<file path="src/hdl/assert_macros.svh">
// assertion macros used by the rtl top level, tilt_light_sensor_fusion
// no dependencies; include by bare file name
`ifndef ASSERT_MACROS_SVH
`define ASSERT_MACROS_SVH

// same-cycle implication, off during reset
`define TLSF_ASSERT_IMPLY(lbl, clk, rst, ante, cons, msg) \
  lbl: assert property (@(posedge clk) disable iff (rst) (ante) |-> (cons)) \
    else $error(msg);

// next-cycle implication, off during reset
`define TLSF_ASSERT_NEXT(lbl, clk, rst, ante, cons, msg) \
  lbl: assert property (@(posedge clk) disable iff (rst) (ante) |=> (cons)) \
    else $error(msg);

`endif

</file>
<file path="src/hdl/tlsf_pkg.sv">
// shared types and constants of the tilt / light fusion block
// no dependencies
package tlsf_pkg;

  localparam int APB_AW = 4;

  localparam logic [6:0]  GYRO_WEIGHT_RST = 7'd98;
  localparam logic [7:0]  LIGHT_THR_RST   = 8'd10;
  localparam logic [15:0] TEMP_THR_RST    = 16'd40;

  typedef enum logic [1:0] {
    REG_GYRO_WEIGHT, REG_LIGHT_THR, REG_TEMP_THR, REG_UNUSED
  } reg_idx_t;

  typedef enum logic [1:0] {EV_SCAN, EV_HEAT, EV_LIGHT, EV_BOTH} ev_class_t;

  typedef struct packed {
    logic [6:0]  gyro_weight;
    logic [7:0]  lux_limit;
    logic [15:0] heat_limit;
  } cfg_t;

  typedef struct packed {
    logic        start;
    logic        is_short;
    logic [15:0] mcand;
    logic [15:0] mplier;
  } mul_cmd_t;

  typedef struct packed {
    logic        busy;
    logic        done;
    logic [31:0] product;
  } mul_st_t;

  typedef enum logic [1:0] {DK_1000, DK_255, DK_100} div_dk_t;
  typedef enum logic [1:0] {DW_31, DW_22, DW_16, DW_15} div_dw_t;

  typedef struct packed {
    logic        start;
    div_dk_t     dk;
    div_dw_t     dw;
    logic [31:0] dividend;
  } div_cmd_t;

  typedef struct packed {
    logic        busy;
    logic        done;
    logic [31:0] quotient;
  } div_st_t;

endpackage

</file>
<file path="src/hdl/tlsf_chan_if.sv">
// valid/ready channels for the sample and result beats
// no dependencies
interface tlsf_sample_if;
  logic               valid;
  logic               ready;
  logic signed [15:0] accel_x_sample;
  logic signed [15:0] gyro_rate;
  logic [15:0]        interval_ms;
  logic [7:0]         left_light;
  logic [7:0]         right_light;
  logic [15:0]        temperature;

  modport source (
    output valid, accel_x_sample, gyro_rate, interval_ms, left_light, right_light,
    temperature,
    input  ready
  );
  modport sink (
    input  valid, accel_x_sample, gyro_rate, interval_ms, left_light, right_light,
    temperature,
    output ready
  );
endinterface

interface tlsf_result_if;
  logic               valid;
  logic               ready;
  logic [7:0]         pointing_angle;
  logic [6:0]         confidence;
  logic [1:0]         event_class;
  logic signed [15:0] tilt_estimate;

  modport source (
    output valid, pointing_angle, confidence, event_class, tilt_estimate,
    input  ready
  );
  modport sink (
    input  valid, pointing_angle, confidence, event_class, tilt_estimate,
    output ready
  );
endinterface

</file>
<file path="src/hdl/tilt_light_sensor_fusion.sv">
// top level: sequencer over the serial multiplier and divider, result register
// depends on tlsf_pkg, tlsf_chan_if, tlsf_cfg, tlsf_mul, tlsf_div, assert_macros.svh
//
//   channel  | dir | handshake                   | payload
//   sample   | in  | valid/ready                 | accel, gyro, interval, lights, temp
//   result   | out | valid/ready                 | angle, confidence, class, tilt
//   apb      | in  | psel/penable/pwrite, pready | 3 registers at 0x0, 0x4, 0x8
//
// each item runs alone to its result, and sample ready rises together with result valid:
// twelve dependent serial operations, one bit a cycle in the shared multiplier
// and the shared constant divider (31, 22, 16 and 15 quotient bits, 7 or 16 product bits)
// synchronous reset sets tilt to zero and the registers to 98, 10 and 40
// a result waits in its register while the next item is computed; finishing an item
// stalls only while that register is still full
`include "assert_macros.svh"

module tilt_light_sensor_fusion (
  input  logic                        clk,
  input  logic                        rst,
  input  logic                        psel,
  input  logic                        penable,
  input  logic                        pwrite,
  input  logic [tlsf_pkg::APB_AW-1:0] paddr,
  input  logic [31:0]                 pwdata,
  output logic [31:0]                 prdata,
  output logic                        pready,
  tlsf_sample_if.sink                 sample,
  tlsf_result_if.source               result
);
  import tlsf_pkg::*;

  typedef enum logic [3:0] {
    S_IDLE, S_M1, S_D1, S_M3, S_D3, S_M2, S_M4, S_D4, S_D5, S_M6, S_D6, S_M7, S_D7,
    S_FINISH
  } state_t;

  localparam logic [6:0]  MAX_WEIGHT  = 7'd100;
  localparam logic [15:0] ACCEL_SCALE = 16'd90;
  localparam logic [15:0] DIFF_SCALE  = 16'd90;
  localparam logic [15:0] CONF_SCALE  = 16'd100;

  function automatic logic [15:0] cond_neg(input logic neg, input logic [15:0] v);
    return neg ? (~v + 16'd1) : v;
  endfunction

  cfg_t     cfg;
  mul_cmd_t mul_cmd;
  mul_st_t  mul_st;
  div_cmd_t div_cmd;
  div_st_t  div_st;
  state_t   state;

  logic        sg_gx;
  logic        sg_ax;
  logic        sg_gp;
  logic [15:0] ax_mag;
  logic [7:0]  left_q;
  logic [7:0]  right_q;
  logic [15:0] temp_q;
  logic [15:0] term1;
  logic [15:0] tilt_state;
  logic [8:0]  tq;
  logic [6:0]  dq;
  logic [6:0]  conf_q;

  logic        out_valid;
  logic [7:0]  out_angle;
  logic [6:0]  out_conf;
  logic [1:0]  out_class;
  logic [15:0] out_tilt;

  logic [6:0]  gw_sat;
  logic [6:0]  wa;
  logic [15:0] gx_in_mag;
  logic [15:0] ax_in_mag;
  logic [15:0] q16;
  logic [15:0] gp_new;
  logic [15:0] gp_mag;
  logic [7:0]  ap_now;
  logic [15:0] tilt_new;
  logic [15:0] tilt_mag;
  logic        sg_diff;
  logic [7:0]  mag;
  logic signed [10:0] dterm;
  logic signed [10:0] tterm;
  logic signed [10:0] angle;
  logic [7:0]  angle_sat;
  ev_class_t   ev_class;
  logic        dark;
  logic        contrast;
  logic        cold;
  logic        hot;

  tlsf_cfg u_cfg (
    .clk     (clk),
    .rst     (rst),
    .psel    (psel),
    .penable (penable),
    .pwrite  (pwrite),
    .paddr   (paddr),
    .pwdata  (pwdata),
    .prdata  (prdata),
    .pready  (pready),
    .cfg     (cfg)
  );

  tlsf_mul u_mul (
    .clk (clk),
    .rst (rst),
    .cmd (mul_cmd),
    .st  (mul_st)
  );

  tlsf_div u_div (
    .clk (clk),
    .rst (rst),
    .cmd (div_cmd),
    .st  (div_st)
  );

  assign gw_sat    = (cfg.gyro_weight > MAX_WEIGHT) ? MAX_WEIGHT : cfg.gyro_weight;
  assign wa        = MAX_WEIGHT - gw_sat;
  assign gx_in_mag = cond_neg(sample.gyro_rate[15], sample.gyro_rate);
  assign ax_in_mag = cond_neg(sample.accel_x_sample[15], sample.accel_x_sample);
  assign q16       = div_st.quotient[15:0];
  assign gp_new    = tilt_state + cond_neg(sg_gx, q16);
  assign gp_mag    = cond_neg(gp_new[15], gp_new);
  assign ap_now    = mul_st.product[21:14];
  assign tilt_new  = term1 + cond_neg(sg_ax, q16);
  assign tilt_mag  = cond_neg(tilt_new[15], tilt_new);
  assign sg_diff   = left_q < right_q;
  assign mag       = sg_diff ? (right_q - left_q) : (left_q - right_q);

  always_comb begin
    dterm = sg_diff ? -$signed({4'd0, dq}) : $signed({4'd0, dq});
    tterm = tilt_state[15] ? -$signed({2'd0, tq}) : $signed({2'd0, tq});
    angle = 11'sd90 - dterm - tterm;
    if (angle < 11'sd0) begin
      angle_sat = 8'd0;
    end else if (angle > 11'sd180) begin
      angle_sat = 8'd180;
    end else begin
      angle_sat = angle[7:0];
    end
  end

  always_comb begin
    dark     = (left_q < cfg.lux_limit) && (right_q < cfg.lux_limit);
    contrast = mag > cfg.lux_limit;
    cold     = temp_q < cfg.heat_limit;
    hot      = temp_q > cfg.heat_limit;
    priority if (cold && dark) begin
      ev_class = EV_SCAN;
    end else if (hot && dark) begin
      ev_class = EV_HEAT;
    end else if (cold && contrast) begin
      ev_class = EV_LIGHT;
    end else if (hot && contrast) begin
      ev_class = EV_BOTH;
    end else begin
      ev_class = EV_SCAN;
    end
  end

  always_ff @(posedge clk) begin
    if (rst) begin
      state      <= S_IDLE;
      mul_cmd    <= '0;
      div_cmd    <= '0;
      tilt_state <= '0;
      out_valid  <= 1'b0;
    end else begin
      mul_cmd.start <= 1'b0;
      div_cmd.start <= 1'b0;
      if (out_valid && result.ready) out_valid <= 1'b0;
      unique case (state)
        S_IDLE: if (sample.valid) begin
          sg_gx   <= sample.gyro_rate[15];
          sg_ax   <= sample.accel_x_sample[15];
          ax_mag  <= ax_in_mag;
          left_q  <= sample.left_light;
          right_q <= sample.right_light;
          temp_q  <= sample.temperature;
          mul_cmd <= '{1'b1, 1'b0, gx_in_mag, sample.interval_ms};
          state   <= S_M1;
        end
        S_M1: if (mul_st.done) begin
          div_cmd <= '{1'b1, DK_1000, DW_31, mul_st.product};
          state   <= S_D1;
        end
        S_D1: if (div_st.done) begin
          sg_gp   <= gp_new[15];
          mul_cmd <= '{1'b1, 1'b1, gp_mag, {9'd0, gw_sat}};
          state   <= S_M3;
        end
        S_M3: if (mul_st.done) begin
          div_cmd <= '{1'b1, DK_100, DW_22, mul_st.product};
          state   <= S_D3;
        end
        S_D3: if (div_st.done) begin
          term1   <= cond_neg(sg_gp, q16);
          mul_cmd <= '{1'b1, 1'b1, ax_mag, ACCEL_SCALE};
          state   <= S_M2;
        end
        S_M2: if (mul_st.done) begin
          mul_cmd <= '{1'b1, 1'b1, {8'd0, ap_now}, {9'd0, wa}};
          state   <= S_M4;
        end
        S_M4: if (mul_st.done) begin
          div_cmd <= '{1'b1, DK_100, DW_15, mul_st.product};
          state   <= S_D4;
        end
        S_D4: if (div_st.done) begin
          tilt_state <= tilt_new;
          div_cmd    <= '{1'b1, DK_100, DW_16, {16'd0, tilt_mag}};
          state      <= S_D5;
        end
        S_D5: if (div_st.done) begin
          tq      <= div_st.quotient[8:0];
          mul_cmd <= '{1'b1, 1'b1, {8'd0, mag}, DIFF_SCALE};
          state   <= S_M6;
        end
        S_M6: if (mul_st.done) begin
          div_cmd <= '{1'b1, DK_255, DW_15, mul_st.product};
          state   <= S_D6;
        end
        S_D6: if (div_st.done) begin
          dq      <= div_st.quotient[6:0];
          mul_cmd <= '{1'b1, 1'b1, {8'd0, mag}, CONF_SCALE};
          state   <= S_M7;
        end
        S_M7: if (mul_st.done) begin
          div_cmd <= '{1'b1, DK_255, DW_15, mul_st.product};
          state   <= S_D7;
        end
        S_D7: if (div_st.done) begin
          conf_q <= div_st.quotient[6:0];
          state  <= S_FINISH;
        end
        S_FINISH: if (!out_valid || result.ready) begin
          out_angle <= angle_sat;
          out_conf  <= conf_q;
          out_class <= ev_class;
          out_tilt  <= tilt_state;
          out_valid <= 1'b1;
          state     <= S_IDLE;
        end
        default: state <= S_IDLE;
      endcase
    end
  end

  assign sample.ready          = (state == S_IDLE);
  assign result.valid          = out_valid;
  assign result.pointing_angle = out_angle;
  assign result.confidence     = out_conf;
  assign result.event_class    = out_class;
  assign result.tilt_estimate  = out_tilt;

  `TLSF_ASSERT_IMPLY(a_idle_units, clk, rst, sample.ready,
    !(mul_st.busy || div_st.busy), "serial unit busy while taking a beat")
  `TLSF_ASSERT_IMPLY(a_one_unit, clk, rst, mul_st.busy, !div_st.busy,
    "multiplier and divider busy together")
  `TLSF_ASSERT_NEXT(a_tilt_hold, clk, rst, !(state == S_D4 && div_st.done),
    $stable(tilt_state), "tilt changed outside its update")

endmodule

</file>
<file path="src/hdl/tlsf_cfg.sv">
// apb-style register file: gyro weight, light and temperature thresholds
// depends on tlsf_pkg
module tlsf_cfg (
  input  logic                        clk,
  input  logic                        rst,
  input  logic                        psel,
  input  logic                        penable,
  input  logic                        pwrite,
  input  logic [tlsf_pkg::APB_AW-1:0] paddr,
  input  logic [31:0]                 pwdata,
  output logic [31:0]                 prdata,
  output logic                        pready,
  output tlsf_pkg::cfg_t              cfg
);
  import tlsf_pkg::*;

  reg_idx_t idx;
  logic     wr;

  assign idx    = reg_idx_t'(paddr[APB_AW-1:2]);
  assign wr     = psel && penable && pwrite;
  assign pready = 1'b1;

  always_ff @(posedge clk) begin
    if (rst) begin
      cfg.gyro_weight <= GYRO_WEIGHT_RST;
      cfg.lux_limit   <= LIGHT_THR_RST;
      cfg.heat_limit  <= TEMP_THR_RST;
    end else if (wr) begin
      unique case (idx)
        REG_GYRO_WEIGHT: cfg.gyro_weight <= pwdata[6:0];
        REG_LIGHT_THR:   cfg.lux_limit   <= pwdata[7:0];
        REG_TEMP_THR:    cfg.heat_limit  <= pwdata[15:0];
        default: ;
      endcase
    end
  end

  always_comb begin
    unique case (idx)
      REG_GYRO_WEIGHT: prdata = {25'd0, cfg.gyro_weight};
      REG_LIGHT_THR:   prdata = {24'd0, cfg.lux_limit};
      REG_TEMP_THR:    prdata = {16'd0, cfg.heat_limit};
      default:         prdata = 32'd0;
    endcase
  end

endmodule

</file>
<file path="src/hdl/tlsf_mul.sv">
// bit-serial shift-add multiplier, one multiplier bit a cycle
// depends on tlsf_pkg
module tlsf_mul (
  input  logic               clk,
  input  logic               rst,
  input  tlsf_pkg::mul_cmd_t cmd,
  output tlsf_pkg::mul_st_t  st
);
  import tlsf_pkg::*;

  localparam logic [4:0] SHORT_STEPS = 5'd7;
  localparam logic [4:0] LONG_STEPS  = 5'd16;

  logic [15:0] a;
  logic [15:0] hi;
  logic [15:0] lo;
  logic [4:0]  cnt;
  logic        is_short;
  logic        busy;
  logic        done;
  logic [16:0] sum;

  assign sum = {1'b0, hi} + (lo[0] ? {1'b0, a} : 17'd0);

  always_ff @(posedge clk) begin
    if (rst) begin
      busy <= 1'b0;
      done <= 1'b0;
      cnt  <= '0;
    end else begin
      done <= 1'b0;
      if (cmd.start) begin
        a        <= cmd.mcand;
        hi       <= '0;
        lo       <= cmd.mplier;
        is_short <= cmd.is_short;
        cnt      <= cmd.is_short ? SHORT_STEPS : LONG_STEPS;
        busy     <= 1'b1;
      end else if (busy) begin
        hi  <= sum[16:1];
        lo  <= {sum[0], lo[15:1]};
        cnt <= cnt - 5'd1;
        if (cnt == 5'd1) begin
          busy <= 1'b0;
          done <= 1'b1;
        end
      end
    end
  end

  assign st.busy    = busy;
  assign st.done    = done;
  assign st.product = is_short ? {9'd0, hi, lo[15:9]} : {hi, lo};

endmodule

</file>
<file path="src/hdl/tlsf_div.sv">
// restoring divider by a constant, one quotient bit a cycle
// depends on tlsf_pkg
module tlsf_div (
  input  logic               clk,
  input  logic               rst,
  input  tlsf_pkg::div_cmd_t cmd,
  output tlsf_pkg::div_st_t  st
);
  import tlsf_pkg::*;

  logic [31:0] dreg;
  logic [9:0]  rem;
  logic [4:0]  cnt;
  logic        busy;
  logic        done;
  div_dk_t     dk;
  logic [10:0] divisor;
  logic [10:0] trial;
  logic [10:0] reduced;
  logic        ge;
  logic [4:0]  steps;
  logic [31:0] aligned;

  always_comb begin
    unique case (dk)
      DK_1000: divisor = 11'd1000;
      DK_255:  divisor = 11'd255;
      DK_100:  divisor = 11'd100;
      default: divisor = 11'd1000;
    endcase
  end

  // dividend moved to the top of the shift register
  always_comb begin
    unique case (cmd.dw)
      DW_31: begin
        steps   = 5'd31;
        aligned = {cmd.dividend[30:0], 1'b0};
      end
      DW_22: begin
        steps   = 5'd22;
        aligned = {cmd.dividend[21:0], 10'd0};
      end
      DW_16: begin
        steps   = 5'd16;
        aligned = {cmd.dividend[15:0], 16'd0};
      end
      DW_15: begin
        steps   = 5'd15;
        aligned = {cmd.dividend[14:0], 17'd0};
      end
    endcase
  end

  assign trial   = {rem, dreg[31]};
  assign ge      = trial >= divisor;
  assign reduced = trial - divisor;

  always_ff @(posedge clk) begin
    if (rst) begin
      busy <= 1'b0;
      done <= 1'b0;
      cnt  <= '0;
    end else begin
      done <= 1'b0;
      if (cmd.start) begin
        dreg <= aligned;
        rem  <= '0;
        dk   <= cmd.dk;
        cnt  <= steps;
        busy <= 1'b1;
      end else if (busy) begin
        dreg <= {dreg[30:0], ge};
        rem  <= ge ? reduced[9:0] : trial[9:0];
        cnt  <= cnt - 5'd1;
        if (cnt == 5'd1) begin
          busy <= 1'b0;
          done <= 1'b1;
        end
      end
    end
  end

  assign st.busy     = busy;
  assign st.done     = done;
  assign st.quotient = dreg;

endmodule

</file>
<file path="src/flat_wrapper.sv">
// flat-port wrapper written by rule: the top's interface ports become plain ports
module tilt_light_sensor_fusion_flat import tlsf_pkg::*;
  (clk, rst, psel, penable, pwrite, paddr, pwdata, prdata, pready, sample_valid, sample_accel_x_sample, sample_gyro_rate, sample_interval_ms, sample_left_light, sample_right_light, sample_temperature, sample_ready, result_valid, result_pointing_angle, result_confidence, result_event_class, result_tilt_estimate, result_ready);
  tlsf_sample_if sample_i ();
  tlsf_result_if result_i ();
  input  logic clk;
  input  logic rst;
  input  logic psel;
  input  logic penable;
  input  logic pwrite;
  input  logic [tlsf_pkg::APB_AW-1:0] paddr;
  input  logic [31:0] pwdata;
  output logic [31:0] prdata;
  output logic pready;
  input wire logic [$bits(sample_i.valid)-1:0] sample_valid;
  input wire logic [$bits(sample_i.accel_x_sample)-1:0] sample_accel_x_sample;
  input wire logic [$bits(sample_i.gyro_rate)-1:0] sample_gyro_rate;
  input wire logic [$bits(sample_i.interval_ms)-1:0] sample_interval_ms;
  input wire logic [$bits(sample_i.left_light)-1:0] sample_left_light;
  input wire logic [$bits(sample_i.right_light)-1:0] sample_right_light;
  input wire logic [$bits(sample_i.temperature)-1:0] sample_temperature;
  output wire logic [$bits(sample_i.ready)-1:0] sample_ready;
  output wire logic [$bits(result_i.valid)-1:0] result_valid;
  output wire logic [$bits(result_i.pointing_angle)-1:0] result_pointing_angle;
  output wire logic [$bits(result_i.confidence)-1:0] result_confidence;
  output wire logic [$bits(result_i.event_class)-1:0] result_event_class;
  output wire logic [$bits(result_i.tilt_estimate)-1:0] result_tilt_estimate;
  input wire logic [$bits(result_i.ready)-1:0] result_ready;
  assign sample_i.valid = sample_valid;
  assign sample_i.accel_x_sample = sample_accel_x_sample;
  assign sample_i.gyro_rate = sample_gyro_rate;
  assign sample_i.interval_ms = sample_interval_ms;
  assign sample_i.left_light = sample_left_light;
  assign sample_i.right_light = sample_right_light;
  assign sample_i.temperature = sample_temperature;
  assign sample_ready = sample_i.ready;
  assign result_valid = result_i.valid;
  assign result_pointing_angle = result_i.pointing_angle;
  assign result_confidence = result_i.confidence;
  assign result_event_class = result_i.event_class;
  assign result_tilt_estimate = result_i.tilt_estimate;
  assign result_i.ready = result_ready;
  tilt_light_sensor_fusion u_core (.clk(clk), .rst(rst), .psel(psel), .penable(penable), .pwrite(pwrite), .paddr(paddr), .pwdata(pwdata), .prdata(prdata), .pready(pready), .sample(sample_i), .result(result_i));
endmodule
</file>
<file path="config.mk">
export PLATFORM = sky130hd
export DESIGN_NAME = tilt_light_sensor_fusion_flat
export DESIGN_NICKNAME = d
export VERILOG_FILES = /design/src/hdl/tlsf_pkg.sv /design/src/hdl/tlsf_chan_if.sv /design/src/hdl/tilt_light_sensor_fusion.sv /design/src/hdl/tlsf_cfg.sv /design/src/hdl/tlsf_mul.sv /design/src/hdl/tlsf_div.sv /design/src/flat_wrapper.sv
export VERILOG_INCLUDE_DIRS = /design/src /design/src/hdl
export SDC_FILE = /design/constraint.sdc
export NUM_CORES = 1
export LEC_CHECK = 0
export ABC_CLOCK_PERIOD_IN_PS = 8700
export BUFFER_PORTS_ARGS = -buffer_cell sky130_fd_sc_hd__buf_2
export CORE_ASPECT_RATIO = 2
export CORE_MARGIN = 2
export CORE_UTILIZATION = 51
export CTS_CLUSTER_DIAMETER = 40
export CTS_CLUSTER_SIZE = 25
export DETAILED_ROUTE_END_ITERATION = 7
export GPL_TIMING_DRIVEN = 1
export PLACE_DENSITY_LB_ADDON = 0.08
export SYNTH_ARGS = -nofsm -noshare
export SYNTH_HDL_FRONTEND = slang
export SYNTH_SLANG_ARGS = --single-unit
</file>
<file path="constraint.sdc">
create_clock -name clk -period 8.7 [get_ports clk]
set_clock_uncertainty 0.05 [all_clocks]
set_input_delay 1.74 -clock clk [delete_from_list [all_inputs] [get_ports clk]]
set_output_delay 1.74 -clock clk [all_outputs]
set_load 0.02 [all_outputs]
</file>
==> Word-level counts from Yosys, hierarchy flattened <==
Cells that the tools add are included.
{ "word_totals": {"regBits": 352, "in_bits": 123, "out_inout_bits": 68, "word_cells": 230} }
{ "op_classes": {"add_sub_neg": 18, "magnitude_cmp": 10, "eq_ne": 37, "n_mux": 72, "bitwise_logic": 8, "n_reduce_logical": 40} }
{ "op_table": {"columns": ["op", "n"], "rows": [
  ["2-to-1 mux 34 bit", 6],
  ["one-hot mux 34 bit (6 select lines)", 1],
  ["2-to-1 mux 37 bit", 5],
  ["one-hot mux 37 bit (5 select lines)", 1],
  ["2-to-1 mux 16 bit", 10],
  ["one-hot mux 32 bit (4 select lines)", 1],
  ["2-to-1 mux 32 bit", 3],
  ["adder 16 x 1 -> 16 bit, second input constant", 5],
  ["NOT 16 bit", 5],
  ["2-to-1 mux 4 bit", 14],
  ["one-hot mux 4 bit (14 select lines)", 1],
  ["one-hot mux 16 bit (3 select lines)", 1],
  ["adder 16 bit", 2],
  ["inequality test 2 bit, second input constant", 13],
  ["2-to-1 mux 5 bit", 5],
  ["equality test 4 bit, second input constant", 6],
  ["< comparator 8 bit", 3],
  ["2-to-1 mux 11 bit", 2],
  ["AND reduction 3 bit", 7],
  ["2-to-1 mux 10 bit", 2],
  ["one-hot mux 10 bit (2 select lines)", 1],
  ["one-hot mux 5 bit (4 select lines)", 1],
  ["adder 16 x 17 -> 17 bit", 1],
  ["equality test 4 x 3 -> 1 bit, second input constant", 4],
  ["41 further kinds", 85]
]} }

==> Logic depth before layout (Yosys ltp) <==
{ "depth": {"depth_word": 9, "ltp_mapped": 22} }

==> By module <==
From an unflattened synthesis, not the netlist that was laid out.
{ "hier_totals": {"cells_unflattened": 2241, "hier_area_um2": 21843.4} }
{ "modules_own_cells": {"columns": ["mod", "instances", "cells_per_inst", "area_per_inst_um2"], "rows": [
  ["tilt_light_sensor_fusion", 1, 1471, 13719.4],
  ["tlsf_mul", 1, 282, 3306.9],
  ["tlsf_div", 1, 307, 3109.2],
  ["tlsf_cfg", 1, 181, 1707.9]
]} }

==> Least setup slack after synthesis <==
Ideal clock, no wire load.
{ "synth_path": {"path_kind": "input to register", "start": "input rst", "end": "register u_core.ax_mag[0], enable pin", "arrival_ns": 4.458, "required_time_ns": 8.192, "path_slack_ns": 3.734, "path_stages": 4, "path_buffers": 3, "path_cell_list": "clkbuf_1 > clkbuf_1 > clkbuf_1 > nor2_1"} }
{ "synth_via": {"elab_chain_len": 2} }
{ "synth_rtl": {"columns": ["element", "line_no", "source"], "rows": [
  ["from (decl)", "flat_wrapper.sv:7", "input logic rst;"],
  ["NOT 1 bit (no source line)", null, null],
  ["AND reduction 3 bit (no source line)", null, null],
  ["to (signal assigned)", "tilt_light_sensor_fusion.sv:180", "ax_mag <= ax_in_mag;"],
  ["to (decl)", "tilt_light_sensor_fusion.sv:56", "logic [15:0] ax_mag;"]
]} }
No other way between the ends.
A chain may end at the register's enable or synchronous reset.

==> Worst setup path in the final report <==
{ "layout_path": {"start": "register u_core.left_q[0]", "end": "register u_core.out_angle[1] (netlist: u_core.result.pointing_angle[1]) (data pin)"} }
{ "layout_via": {"elab_chain_len": 6} }
{ "layout_rtl": {"columns": ["element", "line_no", "source"], "rows": [
  ["from (decl)", "tilt_light_sensor_fusion.sv:57", "logic [7:0] left_q;"],
  ["from (signal assigned)", "tilt_light_sensor_fusion.sv:181", "left_q <= sample.left_light;"],
  ["< comparator 8 bit *", "tilt_light_sensor_fusion.sv:131", "assign sg_diff = left_q < right_q;"],
  ["2-to-1 mux 11 bit *", "tilt_light_sensor_fusion.sv:135", "dterm = sg_diff ? -$signed({4'd0, dq}) : $signed({4'd0, dq});"],
  ["subtractor 8 x 11 -> 11 bit *", "tilt_light_sensor_fusion.sv:137", "angle = 11'sd90 - dterm - tterm;"],
  ["subtractor 11 bit *", "tilt_light_sensor_fusion.sv:137", null],
  ["> comparator 11 x 9 -> 1 bit or < comparator 11 x 1 -> 1 bit (tied branches)", "tilt_light_sensor_fusion.sv:140, tilt_light_sensor_fusion.sv:138", null],
  ["OR reduction 2 bit (no source line)", null, null],
  ["to (signal assigned)", "tilt_light_sensor_fusion.sv:241", "out_angle <= angle_sat;"],
  ["to (decl)", "tilt_light_sensor_fusion.sv:67", "logic [7:0] out_angle;"]
]} }
Every way passes the cells marked *; elsewhere a longest branch is shown, timed or not.

==> run metrics <==
status finished clean; Post-DP Area 0.02255 sq mm; clk_lat worst skew 0.55 ns; Worst-path clk slew 0.07 ns; mapped cell area 0.02136 sq mm; drt first-iter violations 1112; Final GP Congestion 0.8958; min-delay src u_core.conf_q[6]$_DFFE_PP_; clock tree buffer depth 3; largest net degree at the start of global routing 68; sequential-to-total area share from yosys stat 43.10%; Worst Setup SP u_core.left_q[0]$_DFFE_PP_; Avg WL per Cell 19.57 um; VDD IR-drop max 0.0002184 V; synth unique cells 91; HP Class reg2reg; min Tclk post-route 5.289 ns; WL final 56.99 mm; Post-synth EDFFs 216; Via Count 16.90k; Final Hold Fails 0; commonest non-fill, non-tap cell in the layout nand2_1; ratio of final minimum period to clock period 60.79%; CORE AREA 0.04151 sq mm; row count 106; max-slew violations 0; syn avg cell area 9.593 sq um; Slew @ Worst Pin 1.197 ns; Setup violations, final 0; vias in the first global route 16.20k; CTS tree built; CP Cell Sequence inv_1, ha_1, inv_1, fa_1, a21o_1, a21o_1, a21oi_1, mux2i_1, ha_1, ha_1, fa_1, a21o_1, a21oi_1, o21bai_1, a21oi_1, xor2_1, a21oi_1, nor3_1, nor2b_1, and2_1; postcts setup bufs 0; total power per unit cell area 249.1 mW/mm^2; antenna-violating nets left 0; drc violations 0; gr usage total 26.22%; internal power 3.728 mW; Port Buffers 155; Worst R2R Path Depth 20; share of layout cells above drive strength 1 13.80%; RSZ-0062 raised after global routing false; critical path's largest stage delay 0.62 ns; Avg Vias per Cell 5.802; drt first pass iters 7; area grow syn2layout 11.34%; Finished Cell Area 0.02379 sq mm; cts hold-fix bufs 0; Seq cells post-synth 352; Peak Freq 0.1891 GHz; Synth warnings 0; Resize count post-CTS 0; Setup TNS Final 0 ns; first-pass GRT wire length 90.02 mm; Initial Util 51.46%; RR Startpoint u_core.left_q[0]$_DFFE_PP_; I/O pins 191; critical path class reg2reg; Max Cap Violations 0; highest net fanout along the worst path 8; cts bufs inserted 37; Hold Path Stages 0; slowest stage cell on the critical path a21oi_1; P_sw 2.198 mW; CTS sink cnt 352; DP Wirelength 42.63 mm; slew margin rel. 20.04%; logic gate share of total power 34.1%; cells after synthesis 2227; die outline width 148.7 um; Synth async-reset ratio 0%; commonest cells after routing, fill and taps aside 221 x nand2_1, 216 x edfxtp_1, 200 x nor2_1; clock power share 27.2%; Worst EP required 9.07 ns; CTS H-tree depth 2; Post-synth top flop edfxtp_1; # nets final 2618; CP endpoint kind flip-flop; crit-path most repeated cell a21oi_1; Die Y 293.5 um; GR Overflow Total 0; part of the power in registers 38.7%; startpoint type of the worst setup path flip-flop; Switching Fraction 37.10%; P_leak 9.214 nW; die area 0.04364 sq mm; initial antenna violation count 2; CTS root buf clkbuf_16; Worst EP arrival 5.65 ns
-- through the flow --
step           cells  utilization [%]  total power, mW  hold slack, ns  setup slack (ns)
2_1_floorplan   2242                -            3.793          0.3503             3.734
3_3_place_gp    2842            54.33            4.301          0.3528             3.510
3_5_place_dp    2842            54.33            4.330          0.3545             3.457
4_1_cts         2910            57.29            5.952          0.3800             3.423
5_1_grt         2912            57.30            6.278          0.3886             3.049
6_report        2912            57.30            5.926          0.3783             3.411
-- cell families after synthesis --
family | after synthesis | share of synthesized area, %
mux | 94 | 4.638
simple gates | 718 | 16.05
buf+inv | 240 | 4.679
compound gates | 527 | 16.49
fa+ha+maj | 154 | 9.265
xor+xnor | 140 | 5.739
other cells | 2 | 0.03515
flops | 352 | 43.10
-- power by group through the flow --
stage,Combinational (mW),Sequential [mW],Clock [mW]
after global placement,1.98,2.32,0
after detailed placement,2.00,2.33,0
after global routing,2.27,2.32,1.70
after CTS,2.02,2.29,1.64
after floorplan,1.58,2.21,0
final,2.02,2.29,1.61
-- worst max-delay path: cells and delay by family, from the launching register on --
family,cells,cell delay (ns)
multiplexers,1,0.36
adder cells (fa/ha/maj),5,1.42
XOR/XNOR,1,0.24
AND/OR/NAND/NOR,3,0.74
buffers and inverters,2,0.13
flip-flops,1,0.40
AO/OA/AOI/OAI,8,1.80
-- cell type report --
class	count	area, sq um
Fill cell	3699	17730
Inverter	119	446.7
Tap cell	540	675.6
Antenna cell	2	5.005
Sequential cell	352	9210
Clock buffer	43	994.7
Multi-Input combinational cell	1650	11250
Timing Repair Buffer	181	973.4
Clock inverter	25	232.7
-- state kept, by name, summed over array words and instances, names as in the netlist, 7 cells and up --
name / count
u_core.div_cmd: 36
u_core.mul_cmd: 34
u_core.u_div.dreg: 32
u_core.u_cfg.cfg: 31
u_core.ax_mag: 16
u_core.result.tilt_estimate: 16
u_core.temp_q: 16
u_core.term1: 16
u_core.tilt_state: 16
u_core.u_mul.a: 16
u_core.u_mul.hi: 16
u_core.u_mul.lo: 16
u_core.u_div.rem: 10
u_core.tq: 9
u_core.left_q: 8
u_core.result.pointing_angle: 8
u_core.right_q: 8
u_core.conf_q: 7
u_core.dq: 7
u_core.result.confidence: 7
-- path summary, 6_finish.rpt --
| check | end | slack (ns) |
|---|---|---|
| worst max register to register | u_core.result.pointing_angle[1]$_SDFFCE_PP0P_ | 3.41 |
| worst max-delay path | u_core.result.pointing_angle[1]$_SDFFCE_PP0P_ | 3.41 |
| worst min register to register | u_core.result.confidence[6]$_DFFE_PP_ | 0.38 |
| worst min-delay path | u_core.result.confidence[6]$_DFFE_PP_ | 0.38 |
-- routing by layer --
metal,vias up,track usage (%),share of wire [%]
li1,8271,-,-
met1,8022,32.80,42
met2,478,45.14,49
met3,124,2.702,4.0
met4,0,12.47,5.1
met5,-,0,0
-- cell usage after synthesis, types with 5 or more instances --
cell / count / area, sq um
a211oi_1: 21 / 157.7
a21boi_0: 6 / 45.04
a21o_1: 26 / 195.2
a21oi_1: 142 / 710.7
a221o_1: 6 / 60.06
a221oi_1: 11 / 96.34
a222oi_1: 20 / 200.2
a22oi_1: 31 / 232.7
a31oi_1: 11 / 68.82
a32oi_1: 6 / 52.55
and2_1: 30 / 187.7
and3_1: 5 / 31.28
buf_1: 17 / 63.81
buf_4: 17 / 127.6
clkbuf_1: 79 / 296.5
dfxtp_1: 136 / 2723
edfxtp_1: 216 / 6486
fa_1: 7 / 140.1
ha_1: 147 / 1839
inv_1: 117 / 439.2
mux2_2: 40 / 450.4
mux2i_1: 54 / 540.5
nand2_1: 221 / 829.6
nand2b_1: 25 / 156.4
nand3_1: 41 / 205.2
nand3b_1: 10 / 75.07
nand4_1: 12 / 75.07
nor2_1: 203 / 762.0
nor2b_1: 35 / 219.0
nor3_1: 48 / 240.2
nor3b_1: 9 / 67.56
nor4_1: 17 / 106.4
o211ai_1: 16 / 120.1
o21a_1: 23 / 172.7
o21ai_0: 113 / 565.5
o21bai_1: 9 / 67.56
o221ai_1: 7 / 61.31
o22ai_1: 10 / 62.56
o31ai_1: 16 / 120.1
o41ai_1: 6 / 52.55
or2_2: 8 / 50.05
or3_1: 25 / 156.4
or4_1: 8 / 60.06
xnor2_1: 99 / 867.1
xor2_1: 41 / 359.1
Power figures use the tool's default switching activity.
